**src/rtl/swsfr_pkg.sv**
```systemverilog
`default_nettype none

package swsfr_pkg;

    // Sequence numbers and window
    localparam int unsigned SEQ_BITS      = 3;
    localparam int unsigned SEQ_DEPTH     = 1 << SEQ_BITS;
    localparam int unsigned DUP_THRESHOLD = 3;
    localparam int unsigned DUP_BITS      = 2;

    localparam int unsigned PAYLOAD_BITS  = 64;
    localparam int unsigned WIN_BITS      = 3;

    typedef logic [SEQ_BITS-1:0]     t_seq;
    typedef logic [PAYLOAD_BITS-1:0] t_payload;
    typedef logic [WIN_BITS-1:0]     t_win;
    typedef logic [DUP_BITS-1:0]     t_dup;

    localparam t_seq SEQ_MASK = t_seq'(SEQ_DEPTH - 1);

    // Item kinds
    localparam logic [1:0] KIND_SEND    = 2'd0;
    localparam logic [1:0] KIND_ACK     = 2'd1;
    localparam logic [1:0] KIND_TIMEOUT = 2'd2;

    // Transmit reasons
    localparam logic [1:0] REASON_NEW     = 2'd0;
    localparam logic [1:0] REASON_FAST    = 2'd1;
    localparam logic [1:0] REASON_TIMEOUT = 2'd2;

    // Timer actions
    localparam logic [1:0] TIMER_KEEP  = 2'd0;
    localparam logic [1:0] TIMER_START = 2'd1;
    localparam logic [1:0] TIMER_STOP  = 2'd2;

    typedef struct packed {
        logic       send_accepted;
        logic       transmit;
        logic [1:0] transmit_reason;
        logic [2:0] tx_sequence;
        t_payload   tx_payload;
        logic [1:0] timer_action;
        logic [2:0] window_base;
        logic [2:0] outstanding;
    } t_result;

endpackage

`default_nettype wire

```
**src/rtl/swsfr_if.sv**
```systemverilog
`default_nettype none

// Event channel: send, ack or timeout
interface swsfr_in_if;
    import swsfr_pkg::*;

    logic       valid;
    logic       ready;
    logic [1:0] kind;
    t_payload   payload_word;
    logic [2:0] ack_number;
    logic       ack_check_ok;

    modport source (output valid, output kind, output payload_word,
                    output ack_number, output ack_check_ok, input ready);
    modport sink   (input valid, input kind, input payload_word,
                    input ack_number, input ack_check_ok, output ready);
endinterface

// Result channel: one result per event
interface swsfr_out_if;
    import swsfr_pkg::*;

    logic       valid;
    logic       ready;
    logic       send_accepted;
    logic       transmit;
    logic [1:0] transmit_reason;
    logic [2:0] tx_sequence;
    t_payload   tx_payload;
    logic [1:0] timer_action;
    logic [2:0] window_base;
    logic [2:0] outstanding;

    modport source (output valid, output send_accepted, output transmit,
                    output transmit_reason, output tx_sequence, output tx_payload,
                    output timer_action, output window_base, output outstanding,
                    input ready);
    modport sink   (input valid, input send_accepted, input transmit,
                    input transmit_reason, input tx_sequence, input tx_payload,
                    input timer_action, input window_base, input outstanding,
                    output ready);
endinterface

`default_nettype wire

```
**src/rtl/sliding_window_sender_fast_retransmit.sv**
```systemverilog
// Go-back-N sender with one timer and fast retransmit.
// i_item carries one event per transfer: a send with its 64-bit payload word,
// an ack with its cumulative number and checksum flag, or a timer expiry.
// o_result returns exactly one result per event: whether a send was taken,
// whether a packet goes out (new, fast retransmit or timeout retransmit),
// its sequence number and payload, the timer action, and the window base and
// occupancy after the event.
// The window update and the payload store access happen in the cycle the event
// is transferred, and the result register holds the answer from the next cycle on.
// Throughput is one event per cycle while the receiver takes each result; the
// single result register sets that figure.
// While the receiver stalls a held result, i_item.ready drops and no event
// is taken; it rises again in the cycle the result is transferred.
// i_cfg_we / i_cfg_data write window_size; write it only while idle.
// Synchronous active-low reset empties the window, clears the duplicate
// count, sets window_size to 4 and drops o_result.valid. The payload store
// is not cleared; only entries written by a send are ever read.
`default_nettype none

module sliding_window_sender_fast_retransmit (
    input  wire                      i_clk,
    input  wire                      i_rst_n,
    swsfr_in_if.sink                 i_item,
    swsfr_out_if.source              o_result,
    input  wire                      i_cfg_we,
    input  wire swsfr_pkg::t_win     i_cfg_data
);
    import swsfr_pkg::*;

    // Window state
    t_seq     r_base, n_base;
    t_seq     r_next, n_next;
    t_seq     r_in_flight, n_in_flight;
    t_dup     r_dup, n_dup;
    t_win     r_window_size;

    // Payload store
    t_payload r_store [SEQ_DEPTH];
    logic     store_we;

    // Result register
    logic     r_out_valid;
    t_result  r_result, n_result;
    logic     tx_from_store;
    logic     r_from_store;
    t_payload r_stored_payload;

    logic     accept;
    t_win     win;
    t_seq     dup_seq;
    t_seq     offset;
    logic [DUP_BITS:0] dup_inc;

    // Take an event whenever the result register is free or being drained
    assign i_item.ready = !r_out_valid || o_result.ready;
    assign accept       = i_item.valid && i_item.ready;

    // Event decode and window update
    always_comb begin
        win      = (r_window_size > t_win'(SEQ_MASK)) ? t_win'(SEQ_MASK) : r_window_size;
        dup_seq  = r_base - t_seq'(1);
        offset   = t_seq'(i_item.ack_number) - r_base;
        dup_inc  = {1'b0, r_dup} + {{DUP_BITS{1'b0}}, 1'b1};

        n_base        = r_base;
        n_next        = r_next;
        n_in_flight   = r_in_flight;
        n_dup         = r_dup;
        store_we      = 1'b0;
        tx_from_store = 1'b0;
        n_result      = '0;

        unique case (i_item.kind)
            KIND_SEND: begin
                if (t_win'(r_in_flight) < win) begin
                    store_we                 = 1'b1;
                    n_result.send_accepted   = 1'b1;
                    n_result.transmit        = 1'b1;
                    n_result.transmit_reason = REASON_NEW;
                    n_result.tx_sequence     = 3'(r_next);
                    n_result.tx_payload      = i_item.payload_word;
                    if (r_in_flight == '0) begin
                        n_result.timer_action = TIMER_START;
                    end
                    n_next      = r_next + t_seq'(1);
                    n_in_flight = r_in_flight + t_seq'(1);
                end
            end
            KIND_ACK: begin
                if (i_item.ack_check_ok) begin
                    if (t_seq'(i_item.ack_number) == dup_seq) begin
                        // Count duplicates; retransmit the oldest on threshold
                        if (dup_inc >= (DUP_BITS+1)'(DUP_THRESHOLD)) begin
                            n_dup = '0;
                            if (r_in_flight != '0) begin
                                n_result.transmit        = 1'b1;
                                n_result.transmit_reason = REASON_FAST;
                                n_result.tx_sequence     = 3'(r_base);
                                tx_from_store            = 1'b1;
                            end
                        end else begin
                            n_dup = dup_inc[DUP_BITS-1:0];
                        end
                    end else if (offset < r_in_flight) begin
                        // Slide the base past the acked number
                        n_base      = t_seq'(i_item.ack_number) + t_seq'(1);
                        n_in_flight = r_in_flight - offset - t_seq'(1);
                        n_dup       = '0;
                        n_result.timer_action = (n_in_flight != '0) ? TIMER_START
                                                                    : TIMER_STOP;
                    end
                end
            end
            KIND_TIMEOUT: begin
                if (r_in_flight != '0) begin
                    n_result.transmit        = 1'b1;
                    n_result.transmit_reason = REASON_TIMEOUT;
                    n_result.tx_sequence     = 3'(r_base);
                    tx_from_store            = 1'b1;
                    n_result.timer_action    = TIMER_START;
                end
            end
            default: begin
            end
        endcase

        n_result.window_base = 3'(n_base);
        n_result.outstanding = 3'(n_in_flight);
    end

    // Hold window state and configuration
    always_ff @(posedge i_clk) begin
        if (!i_rst_n) begin
            r_base        <= '0;
            r_next        <= '0;
            r_in_flight   <= '0;
            r_dup         <= '0;
            r_window_size <= t_win'(4);
        end else begin
            if (i_cfg_we) begin
                r_window_size <= i_cfg_data;
            end
            if (accept) begin
                r_base      <= n_base;
                r_next      <= n_next;
                r_in_flight <= n_in_flight;
                r_dup       <= n_dup;
            end
        end
    end

    // Store the payload of an accepted send
    always_ff @(posedge i_clk) begin
        if (accept && store_we) begin
            r_store[r_next] <= i_item.payload_word;
        end
    end

    // Load the result register on accept, drop it when transferred
    always_ff @(posedge i_clk) begin
        if (!i_rst_n) begin
            r_out_valid <= 1'b0;
        end else if (accept) begin
            r_out_valid <= 1'b1;
        end else if (o_result.ready) begin
            r_out_valid <= 1'b0;
        end
    end

    // Register the result; read the oldest stored payload for a retransmit
    always_ff @(posedge i_clk) begin
        if (accept) begin
            r_result         <= n_result;
            r_from_store     <= tx_from_store;
            r_stored_payload <= r_store[r_base];
        end
    end

    assign o_result.valid           = r_out_valid;
    assign o_result.send_accepted   = r_result.send_accepted;
    assign o_result.transmit        = r_result.transmit;
    assign o_result.transmit_reason = r_result.transmit_reason;
    assign o_result.tx_sequence     = r_result.tx_sequence;
    assign o_result.tx_payload      = r_from_store ? r_stored_payload : r_result.tx_payload;
    assign o_result.timer_action    = r_result.timer_action;
    assign o_result.window_base     = r_result.window_base;
    assign o_result.outstanding     = r_result.outstanding;

endmodule

`default_nettype wire

```
**src/flat_wrapper.sv**
```systemverilog
// flat-port wrapper written by rule: the top's interface ports become plain ports
module sliding_window_sender_fast_retransmit_flat import swsfr_pkg::*;
  (i_clk, i_rst_n, i_cfg_we, i_cfg_data, i_item_valid, i_item_kind, i_item_payload_word, i_item_ack_number, i_item_ack_check_ok, i_item_ready, o_result_valid, o_result_send_accepted, o_result_transmit, o_result_transmit_reason, o_result_tx_sequence, o_result_tx_payload, o_result_timer_action, o_result_window_base, o_result_outstanding, o_result_ready);
  swsfr_in_if i_item_i ();
  swsfr_out_if o_result_i ();
  input  wire i_clk;
  input  wire i_rst_n;
  input  wire i_cfg_we;
  input  wire swsfr_pkg::t_win i_cfg_data;
  input wire logic [$bits(i_item_i.valid)-1:0] i_item_valid;
  input wire logic [$bits(i_item_i.kind)-1:0] i_item_kind;
  input wire logic [$bits(i_item_i.payload_word)-1:0] i_item_payload_word;
  input wire logic [$bits(i_item_i.ack_number)-1:0] i_item_ack_number;
  input wire logic [$bits(i_item_i.ack_check_ok)-1:0] i_item_ack_check_ok;
  output wire logic [$bits(i_item_i.ready)-1:0] i_item_ready;
  output wire logic [$bits(o_result_i.valid)-1:0] o_result_valid;
  output wire logic [$bits(o_result_i.send_accepted)-1:0] o_result_send_accepted;
  output wire logic [$bits(o_result_i.transmit)-1:0] o_result_transmit;
  output wire logic [$bits(o_result_i.transmit_reason)-1:0] o_result_transmit_reason;
  output wire logic [$bits(o_result_i.tx_sequence)-1:0] o_result_tx_sequence;
  output wire logic [$bits(o_result_i.tx_payload)-1:0] o_result_tx_payload;
  output wire logic [$bits(o_result_i.timer_action)-1:0] o_result_timer_action;
  output wire logic [$bits(o_result_i.window_base)-1:0] o_result_window_base;
  output wire logic [$bits(o_result_i.outstanding)-1:0] o_result_outstanding;
  input wire logic [$bits(o_result_i.ready)-1:0] o_result_ready;
  assign i_item_i.valid = i_item_valid;
  assign i_item_i.kind = i_item_kind;
  assign i_item_i.payload_word = i_item_payload_word;
  assign i_item_i.ack_number = i_item_ack_number;
  assign i_item_i.ack_check_ok = i_item_ack_check_ok;
  assign i_item_ready = i_item_i.ready;
  assign o_result_valid = o_result_i.valid;
  assign o_result_send_accepted = o_result_i.send_accepted;
  assign o_result_transmit = o_result_i.transmit;
  assign o_result_transmit_reason = o_result_i.transmit_reason;
  assign o_result_tx_sequence = o_result_i.tx_sequence;
  assign o_result_tx_payload = o_result_i.tx_payload;
  assign o_result_timer_action = o_result_i.timer_action;
  assign o_result_window_base = o_result_i.window_base;
  assign o_result_outstanding = o_result_i.outstanding;
  assign o_result_i.ready = o_result_ready;
  sliding_window_sender_fast_retransmit u_core (.i_clk(i_clk), .i_rst_n(i_rst_n), .i_item(i_item_i), .o_result(o_result_i), .i_cfg_we(i_cfg_we), .i_cfg_data(i_cfg_data));
endmodule
```
**config.mk**
```make
export PLATFORM = sky130hd
export DESIGN_NAME = sliding_window_sender_fast_retransmit_flat
export DESIGN_NICKNAME = d
export VERILOG_FILES = /design/src/rtl/swsfr_pkg.sv /design/src/rtl/swsfr_if.sv /design/src/rtl/sliding_window_sender_fast_retransmit.sv /design/src/flat_wrapper.sv
export SDC_FILE = /design/constraint.sdc
export NUM_CORES = 1
export LEC_CHECK = 0
export BUFFER_PORTS_ARGS = -buffer_cell sky130_fd_sc_hd__buf_4
export CELL_PAD_IN_SITES_DETAIL_PLACEMENT = 1
export CELL_PAD_IN_SITES_GLOBAL_PLACEMENT = 2
export CORE_UTILIZATION = 40
export CTS_BUF_LIST = sky130_fd_sc_hd__clkbuf_2
export CTS_CLUSTER_DIAMETER = 40
export CTS_CLUSTER_SIZE = 30
export DETAILED_ROUTE_END_ITERATION = 16
export GPL_ROUTABILITY_DRIVEN = 0
export PLACE_DENSITY = 0.72
export SLEW_MARGIN = 20
export SYNTH_ARGS = -nofsm -noshare
export SYNTH_HDL_FRONTEND = slang
export SYNTH_SLANG_ARGS = --single-unit
```
**constraint.sdc**
```tcl
create_clock -name i_clk -period 10.8 [get_ports i_clk]
set_clock_uncertainty 0.2 [all_clocks]
set_input_delay 1.62 -clock i_clk [delete_from_list [all_inputs] [get_ports i_clk]]
set_output_delay 1.62 -clock i_clk [all_outputs]
set_load 0.03 [all_outputs]
```
Word level (Yosys, flattened, before mapping)
Memory sizes are Yosys's and may differ from the RTL's. A register that Yosys moved wholly into a read port is not among the register bits.
Index checks and enable logic that the tools add are counted.
{ "totals": {"regBits": 95, "mem_bits_rw": 512, "input_bits": 78, "out_inout_bits": 81, "wordCells": 83, "n_memories": 1} }
{ "mem_list": {"columns": ["name", "depth", "width", "read_ports", "rd_ports_with_merged_regs", "wr", "line_no", "text"], "rows": [
  ["u_core.r_store", 8, 64, 1, 1, 1, "sliding_window_sender_fast_retransmit.sv:38", "t_payload r_store [SEQ_DEPTH];"]
]} }
{ "classes": {"add_sub_neg": 8, "order_cmp": 4, "eq_ne": 3, "muxes": 39, "reduce_logical": 13} }
{ "op_table": {"columns": ["cell", "n"], "rows": [
  ["$mux 73", 1],
  ["$mux 64", 1],
  ["$mux 6", 5],
  ["$mux 3", 9],
  ["$pmux 6 s3", 1],
  ["$mux 2", 7],
  ["$mux 1", 12],
  ["$add 3x1->3 const B", 3],
  ["$lt 3x3->1", 2],
  ["$pmux 2 s3", 1],
  ["$pmux 3 s2", 1],
  ["$reduce_bool 3->1", 2],
  ["$sub 3x1->3 const B", 2],
  ["$sub 3x3->3", 2],
  ["$reduce_and 4->1", 1],
  ["$reduce_bool 2->1", 2],
  ["$add 2x1->3 const B", 1],
  ["$eq 3x3->1", 1],
  ["$ge 3x2->1 const B", 1],
  ["$gt 3x3->1 const B", 1],
  ["$logic_not 3->1", 1],
  ["$reduce_and 3->1", 1],
  ["$eq 2x1->1 const B", 1],
  ["$eq 2x2->1 const B", 1],
  ["other kinds (6)", 7]
]} }

Longest topological paths before layout
Gate-level depths: netlist of run 1.
{ "depth": {"depth_word": 9, "depth_mapped": 12, "ltp_nobuf": 11} }

Least setup slack after synthesis of run 1
Ideal clock, no wire load.
{ "synth_path": {"kind": "input port to flip-flop", "start": "input port o_result_ready", "end": "memory u_core.r_store[0][0] in the netlist's numbering, enable pin", "setup_time_ns": 0.565, "arrival_time_ns": 8.742, "required_ns": 10.035, "path_slack_ns": 1.293, "cell_stages": 6, "n_path_buf": 0, "path_cell_list": "nand2b_1 > nand2_1 > inv_2 > nand2_1 > or2_1 > nor3_1"} }
{ "synth_via": {"elab_chain_len": 5} }
{ "synth_rtl": {"columns": ["element", "line_no", "text"], "rows": [
  ["start, declared", "flat_wrapper.sv:25", "input wire logic [$bits(o_result_i.ready)-1:0] o_result_ready;"],
  ["$logic_or 1x1->1", "sliding_window_sender_fast_retransmit.sv:55", "assign i_item.ready = !r_out_valid || o_result.ready;"],
  ["$logic_and 1x1->1", "sliding_window_sender_fast_retransmit.sv:56", "assign accept = i_item.valid && i_item.ready;"],
  ["named net u_core.accept", "sliding_window_sender_fast_retransmit.sv:48", "logic accept;"],
  ["$logic_and 1x1->1", "sliding_window_sender_fast_retransmit.sv:154", "if (accept && store_we) begin"],
  ["$mux 1", "sliding_window_sender_fast_retransmit.sv:154", null],
  ["$mux 1 (not written as such)", "sliding_window_sender_fast_retransmit.sv:155", "r_store[r_next] <= i_item.payload_word;"],
  ["end, declared", "sliding_window_sender_fast_retransmit.sv:38", null]
]} }
The timed path passes the listed nets, and every way through them passes these cells.

Worst setup path in the final report of run 1
{ "layout_path": {"start": "register u_core.r_from_store", "end": "output port o_result_tx_payload[5]"} }
{ "layout_via": {"elab_chain_len": 1} }
{ "layout_rtl": {"columns": ["element", "line_no", "text"], "rows": [
  ["start, declared", "sliding_window_sender_fast_retransmit.sv:45", "logic r_from_store;"],
  ["start signal, assigned", "sliding_window_sender_fast_retransmit.sv:174", "r_from_store <= tx_from_store;"],
  ["$mux 64", "sliding_window_sender_fast_retransmit.sv:184", "assign o_result.tx_payload = r_from_store ? r_stored_payload : r_result.tx_payload;"],
  ["end, declared", "flat_wrapper.sv:21", "output wire logic [$bits(o_result_i.tx_payload)-1:0] o_result_tx_payload;"]
]} }
Every way passes these cells.

==> results by group, run 1 <==
Placement
  • Detailed Place HPWL: 29900 um
  • Number of port buffers: 158
  • DP Area: 0.0282 mm2
  • Cells after DPL: 2162
  • DP Worst Slack: 4870 ps

Timing
  • Final Hold Viols: 0
  • Final Worst Setup Slack: 5790 ps
  • Setup TNS: 0 ps
  • Final Setup Violations: 0
  • Hold WS: 314 ps
  • Fmax: 200 MHz
  • RSZ-0062 raised after global routing: false
  • Worst Tran Pin Value: 1110 ps
  • Final count of pins violating max slew: 0
  • Relative max-transition margin: 26.2%
  • Fin crit share: 46.4%
  • Fin crit period: 5010 ps

Global routing
  • Vias in the first global route: 13300
  • Initial antenna violation count: 1
  • Global-route wire length before repair: 81600 um
  • Gr ovfl total: 0
  • Pin count of the biggest net entering global routing: 112
  • Gr usage total: 16.4%

Synthesis
  • Synth warn: 0
  • Yosys top cell by area: edfxtp_1
  • Count of cell types in the netlist: 50
  • FFs w/ async S/R, synth: 0%
  • Synth Register Bits: 671
  • Area share of the largest cell type after synthesis: 75.6%
  • Synth Cell Area: 0.0260 mm2
  • Cells after Synth: 1200
  • Ranking of synthesized cells by area: edfxtp_1 (76%), mux4_2 (11%), mux2_2 (5.5%)
  • Syn nets: 1295
  • Syn avg cell area: 21.7 um2
  • Number of flops mapped to enable cells by yosys: 656
  • Primary flip-flop cell chosen by synthesis mapping: edfxtp_1
  • Seq/Total Area, Yosys: 76.8%

Critical path
  • Setup crit end kind: output pin
  • Critical path fanouts, max: 35
  • WP data required: 8980 ps
  • Worst r2r src: u_core.r_window_size[1]
  • Arrival @ worst endpoint: 3190 ps
  • Critical Path Start Type: register
  • Crit path from: u_core.r_from_store
  • Critical path class: reg2out

Clock tree
  • Clock sinks: 671
  • Hold-fix buffers, CTS: 0
  • CTS Buffer Depth: 3
  • Inserted Clock Buffers: 95
  • Worst-path clk slew: 190 ps
  • Clock Latency Late Sink: 1180 ps
  • Resized cells post-CTS: 0
  • Root buf cell: clkbuf_2
  • Post-CTS setup buffers: 0
  • Htree depth: 3
  • CTS tree: yes

Final layout
  • Post-route insts no fill: 2344
  • FILL cells: 5997
  • Finished Cell Area: 0.0296 mm2
  • Multi-input logic area: 0.00573 mm2
  • Top reg by flops: u_core.r_store
  • Area Overhead vs Synth: 13.7%
  • Layout cells sized above 1: 41.9%
  • Reg area: 0.0200 mm2
  • Final Util: 46.0%
  • Largest regs: u_core.r_store: 512 flops, u_core.r_result: 64 flops, u_core.r_stored_payload: 64 flops
  • NumNets Final: 1500
  • Max reg flops: 512

Floorplan
  • I/O pin cnt: 159
  • Die width: 257 um
  • Number of placement rows: 93
  • Die height: 257 um
  • Starting Density: 40.5%
  • Core Footprint: 0.0643 mm2
  • Die area: 0.0661 mm2

Flow run
  • MaxCap Viol Count: 0

Routing
  • Routed Antenna Nets: 0
  • Detailed Route WL: 53200 um
  • Drt wl/cell: 22.7 um
  • DRC: 0
  • Via count: 12000
  • Initial drt markers: 701
  • Vias per cell: 5.11
  • TritonRoute pass-1 iters: 6

Hold path
  • Worst Hold Class: reg2reg
  • Hold wc startpoint: u_core.r_window_size[2]

Power and ir drop
  • Worst vdd ir: 83.3 uV
  • Tot Pwr: 4.85 mW
  • P_leak: 9.59 nW
  • P per Cell Area: 164 mW/mm2

Status
  • Outcome: finished clean
-- final cells by class --
cell class              instances  share of cell area (%)
diodes                          2                  0.0169
clock buffers                  99                    1.67
clock inverters                80                    2.93
inverters                      17                   0.232
multi-input cells             444                    19.4
flip-flops and latches        671                    67.6
well taps                     855                    3.61
repair buffers                176                    4.59
-- cells by family after synthesis --
kind of cell    share of synthesized area [%]
fa+ha+maj                               0.874
mux                                      16.8
flops                                    76.8
buf+inv                                  1.46
xor+xnor                                0.293
simple gates                             2.82
compound gates                          0.966
-- layout by cell type (no fill, tap or decap), drive strengths merged, types with 11 or more instances in the layout --
master and count:
a21oi 11, and2 70, buf 176, bufinv 11
clkbuf 99, clkinv 28, clkinvlp 13, dfxtp 15
edfxtp 656, ha 15, inv 45, mux2 128
mux4 128, nand2 12, nor2 17
-- cell usage after synthesis, types with 10 or more instances --
cell      instances
edfxtp_1        656
mux2_2          128
mux4_2          128
and2_1           70
clkbuf_1         42
nor2_1           17
dfxtp_1          15
ha_1             15
inv_1            15
buf_4            13
nand2_1          12
a21oi_1          11
buf_2            10
-- power by group --
group          switching (mW)  internal, mW
clock                    1.03         0.611
sequential             0.0147          2.90
combinational           0.172         0.112
total                    1.22          3.63
-- final timing paths --
path,endpoint,slack (ps),cells past startpoint
max,o_result_tx_payload[5],5790,4
min,u_core.r_window_size[2],310,2
max reg2reg,u_core.r_store[4][24],6340,9
min reg2reg,u_core.r_window_size[2],310,2
-- routing by layer --
layer / vias up / global-route usage (%) / routed length (um)
li1: 5327 / - / -
met1: 6320 / 21.2 / 23000
met2: 266 / 28.2 / 27100
met3: 68 / 2.86 / 2130
met4: 0 / 5.09 / 928
met5: - / 0 / 0
-- critical path, cell delays in order (launching register included) --
cell and delay [ps]:
edfxtp_1 400, buf_4 450, buf_4 600, mux2_2 440, buf_4 180
Note: power is estimated with default switching activity, not from simulation.
==> run 2, diff against run 1 <==
Clock period 10.8 ns to 4.7 ns, I/O delays scaled along.
==> run 2 against run 1 <==
Sequential power grew 130%; wire length rose by 5.9%; register-to-register slack worse by 5100 ps.
==> results by group, run 2 (synthesized netlist as in run 1, its figures left out) <==
Status
  • Outcome: finished clean

Placement
  • DP Worst Slack: 1040 ps
  • Number of port buffers: 158
  • Detailed Place HPWL: 31800 um
  • DP Area: 0.0283 mm2
  • Cells after DPL: 2173

Timing
  • Relative max-transition margin: 32.7%
  • Setup TNS: 0 ps
  • Final count of pins violating max slew: 0
  • Final Worst Setup Slack: 1040 ps
  • Final Hold Viols: 0
  • RSZ-0062 raised after global routing: false
  • Fin crit period: 3660 ps
  • Final Setup Violations: 0
  • Fin crit share: 77.9%
  • Hold WS: 140 ps
  • Worst Tran Pin Value: 1010 ps
  • Fmax: 273 MHz

Floorplan
  • Die area: 0.0661 mm2
  • Starting Density: 40.5%
  • Number of placement rows: 93
  • Die width: 257 um
  • I/O pin cnt: 159
  • Die height: 257 um
  • Core Footprint: 0.0643 mm2

Global routing
  • Initial antenna violation count: 6
  • Gr ovfl total: 0
  • Pin count of the biggest net entering global routing: 88
  • Gr usage total: 17.5%
  • Vias in the first global route: 13900
  • Global-route wire length before repair: 86300 um

Clock tree
  • Htree depth: 3
  • Worst-path clk slew: 200 ps
  • Inserted Clock Buffers: 100
  • Clock Latency Late Sink: 1190 ps
  • Resized cells post-CTS: 0
  • Root buf cell: clkbuf_2
  • Hold-fix buffers, CTS: 112
  • CTS Buffer Depth: 3
  • Clock sinks: 671
  • Post-CTS setup buffers: 0
  • CTS tree: yes

Routing
  • Initial drt markers: 714
  • Routed Antenna Nets: 0
  • DRC: 0
  • Vias per cell: 5.10
  • Detailed Route WL: 56300 um
  • Via count: 12600
  • TritonRoute pass-1 iters: 4
  • Drt wl/cell: 22.8 um

Critical path
  • Crit-path slowest cell: buf_4
  • Slowest stage delay, CP: 500 ps
  • Critical Path Most Common Cell: buf_4
  • Setup crit end kind: output pin
  • Critical path fanouts, max: 33
  • Critical path, cell by cell: buf_4 -> mux2_2 -> buf_4
  • CP top delay family: buffers and inverters
  • Critical Path Start Type: register
  • CP Buf/Inv Count: 2
  • Critical path class: reg2out
  • WP data required: 3800 ps
  • Arrival @ worst endpoint: 2760 ps

Final layout
  • Layout cells sized above 1: 39.4%
  • Finished Cell Area: 0.0309 mm2
  • Most common cell after layout, fill and taps aside: edfxtp_1
  • Top reg by flops: u_core.r_store
  • Post-route insts no fill: 2468
  • Largest regs: u_core.r_store: 512 flops, u_core.r_result: 64 flops, u_core.r_stored_payload: 64 flops
  • Area Overhead vs Synth: 18.8%
  • NumNets Final: 1627
  • Commonest cells after routing, fill and taps aside: edfxtp_1 (656), buf_4 (183), mux4_2 (128), mux2_2 (128), dlygate4sd3_1 (112)
  • Max reg flops: 512
  • Final Util: 48.1%

Power and ir drop
  • Net Switching: 2.75 mW
  • Internal: 8.75 mW
  • P_leak: 10.2 nW
  • Clk pwr share: 35.3%
  • P per Cell Area: 372 mW/mm2
  • Tot Pwr: 11.5 mW
  • Worst vdd ir: 195 uV
  • Sequential Power Share: 58.3%
  • Comb power frac: 6.5%
  • Sw Share: 23.9%

Hold path
  • Worst Hold Class: in2reg

Flow run
  • MaxCap Viol Count: 0
-- run 2: changes by cell type in the layout (fill, tap and decap cells not counted), moves of 5 or more --
cell | previous run | this run
buf_4 | 173 | 183
inv_8 | 7 | 2
clkbuf_2 | 99 | 108
bufinv_16 | 11 | 18
inv_6 | 22 | 11
clkinv_4 | 12 | 5
dlygate4sd3_1 | 0 | 112
clkinv_2 | 9 | 16
-- run 2: final timing paths --
kind,start,endpoint,slack (ps),cells past startpoint
max reg2reg,u_core.r_base[1],u_core.r_in_flight[2],1290,9
min,i_item_payload_word[60],u_core.r_store[2][60],140,2
min reg2reg,u_core.r_dup[0],u_core.r_dup[1],360,2
max,u_core.r_from_store,o_result_tx_payload[42],1040,3
-- run 2: power by group through the flow --
stage	Combinational (mW)	Sequential (mW)	Clock, mW
finish	0.744	6.71	4.06
global route	0.805	6.72	4.39
CTS	0.760	6.71	4.20
detailed placement	0.676	6.84	0
global placement	0.664	6.84	0
floorplan	0.376	6.83	0
-- run 2: layout make-up --
cell class	count	area, um2
multi-input cells	444	5740
inverters	17	76.3
repair buffers	298	2550
diodes	3	7.51
flip-flops and latches	671	20000
well taps	855	1070
fillers	5939	33400
clock buffers	108	541
clock inverters	72	925
-- run 2: per-layer routing --
layer / part of all wire (%) / track usage, % / wire (um)
met4: 2.0 / 4.86 / 1110
met3: 4.4 / 3.63 / 2460
met1: 43 / 22.7 / 24100
met5: 0.075 / 0 / 42
met2: 51 / 29.6 / 28600
==> run 3, diff against run 2 <==
Settings changed: PLACE_DENSITY 0.72 to 0.75.
Clock period 4.7 ns to 3.06 ns, I/O delays scaled along.
==> run 3 against run 2 <==
Sequential cell count unchanged; first-iteration DRC count is 8.1% higher; the run now ends with setup timing left; clock power rose by 33%; via count is 1.8% higher; largest power group unchanged; cell count up 1.9%; count of clock-buffer cells in the layout shrank 12; non-clock buffer count rose by 62; wire length is 3.8% higher; register-to-register slack got worse by 1200 ps.
==> results by group, run 3 (synthesized netlist as in run 1, its figures left out) <==
Final layout
  • FILL cells: 5830
  • Layout cells sized above 1: 39.0%
  • Largest regs: u_core.r_store: 512 flops, u_core.r_result: 64 flops, u_core.r_stored_payload: 64 flops
  • Finished Cell Area: 0.0319 mm2
  • Top reg by flops: u_core.r_store
  • NumNets Final: 1679
  • Area Overhead vs Synth: 22.6%
  • Post-route insts no fill: 2514
  • Commonest cells after routing, fill and taps aside: edfxtp_1 (656), dlygate4sd3_1 (157), buf_4 (133)
  • Max reg flops: 512
  • Most common cell after layout, fill and taps aside: edfxtp_1

Critical path
  • WP data required: 2400 ps
  • Critical path class: reg2out
  • R2r setup slk: 140 ps
  • Arrival @ worst endpoint: 2440 ps
  • Worst r2r src: u_core.r_window_size[2]
  • Critical Path Start Type: register
  • Crit path from: u_core.r_from_store
  • Setup crit end kind: output pin
  • Capturing point of the worst reg2reg path: u_core.r_store[0][44]
  • Critical path fanouts, max: 8
  • Worst reg2reg path depth: 8

Timing
  • Setup TNS: -423 ps
  • Final Setup Violations: 29
  • Fin crit period: 3100 ps
  • Final Hold Viols: 0
  • Fmax: 323 MHz
  • RSZ-0062 raised after global routing: true
  • Worst Tran Pin Value: 863 ps
  • Fin crit share: 101%
  • Final Worst Setup Slack: -37.1 ps
  • Relative max-transition margin: 42.5%
  • Final count of pins violating max slew: 0

Hold path
  • Hold wc startpoint: i_item_kind[1]
  • Worst Hold Class: in2reg
  • Worst Hold End: u_core.o_result.transmit_reason[1]
  • Worst Hold Depth: 4

Global routing
  • Pin count of the biggest net entering global routing: 131
  • Gr ovfl total: 0
  • Global-route wire length before repair: 86400 um
  • Initial antenna violation count: 4
  • Gr usage total: 17.6%
  • Vias in the first global route: 14100

Floorplan
  • Die height: 257 um
  • Die width: 257 um
  • I/O pin cnt: 159
  • Number of placement rows: 93
  • Core Footprint: 0.0643 mm2
  • Die area: 0.0661 mm2
  • Starting Density: 40.5%

Status
  • Violated checks: setup timing
  • Outcome: finished, violations left

Clock tree
  • Clock Latency Late Sink: 1130 ps
  • Clock sinks: 671
  • Root buf cell: clkbuf_2
  • CTS Buffer Depth: 3
  • Inserted Clock Buffers: 90
  • CTS tree: yes
  • Htree depth: 3
  • Worst-path clk slew: 190 ps

Routing
  • TritonRoute pass-1 iters: 4
  • Initial drt markers: 772
  • DRC: 0
  • Via count: 12800
  • Vias per cell: 5.09
  • Routed Antenna Nets: 0
  • Detailed Route WL: 58500 um
  • Drt wl/cell: 23.3 um

Placement
  • Cells after DPL: 2181
  • Detailed Place HPWL: 30500 um
  • DP Area: 0.0286 mm2
  • Number of port buffers: 158

Power and ir drop
  • P_leak: 10.6 nW
  • P per Cell Area: 533 mW/mm2
  • Worst vdd ir: 257 uV

Flow run
  • MaxCap Viol Count: 0
## run 3: cell count changes in the layout (fill, tap and decap cells not counted), sizes merged, moves of 2 or more
cell	before	now
diode	3	1
inv	30	33
clkbuf	108	100
dlygate4sd3	112	157
bufinv	18	10
buf	186	199
clkinvlp	11	13
## run 3: how the worst max path moves through the flow
stage / end / depth (start not counted)
2_1_floorplan: u_core.r_store[0][0] / 8
3_3_place_gp: u_core.o_result.outstanding[1] / 13
3_5_place_dp: u_core.o_result.outstanding[1] / 13
4_1_cts: o_result_tx_payload[0] / 4
5_1_grt: o_result_tx_payload[35] / 4
6_report: o_result_tx_payload[35] / 4
## run 3: timing repair
item,4_1_cts,5_1_grt
gates cloned,1,5
endpoints found under the hold margin,736,0
hold buffers,157,0
buffers inserted,2,1
pin swaps,0,1
endpoints found under the setup margin,64,73
gates resized for setup,17,78
## run 3: final cells by class
cell class	count	area, um2	area share [%]
inverter	17	81.3	0.255
antenna	1	2.50	0.00784
sequential	671	20000	62.7
clock inverter	70	726	2.27
clock buffer	96	480	1.50
multi-input combinational	444	5920	18.5
tap	855	1070	3.35
timing repair buffer	360	3640	11.4
## run 3: through the flow
stage	hold WS [ps]	total power [mW]	util, %	setup WS [ps]
floorplan	253	11.1	-	-826
global placement	275	11.5	44.5	-50.7
detailed placement	304	11.6	44.5	-103
CTS	73.3	17.1	49.0	-239
global route	203	17.6	49.6	-171
finish	243	17.0	49.6	-37.1
## run 3: power breakdown
part | internal (mW) | switching [mW]
clock network | 1.95 | 3.45
registers | 10.2 | 0.0525
logic | 0.624 | 0.696
total | 12.8 | 4.20
## run 3: layer usage
layer	track usage (%)	part of all wire, %	vias up
met2	30.2	51	244
li1	-	-	5689
met1	22.7	43	6781
met4	5.24	1.8	6
met5	0	0.058	-
met3	2.97	3.6	78
## run 3: critical path, stage by stage (launching register included)
cell and delay, ps:
edfxtp_1 440, buf_12 200, clkbuf_16 210, mux2_2 360, buf_6 150
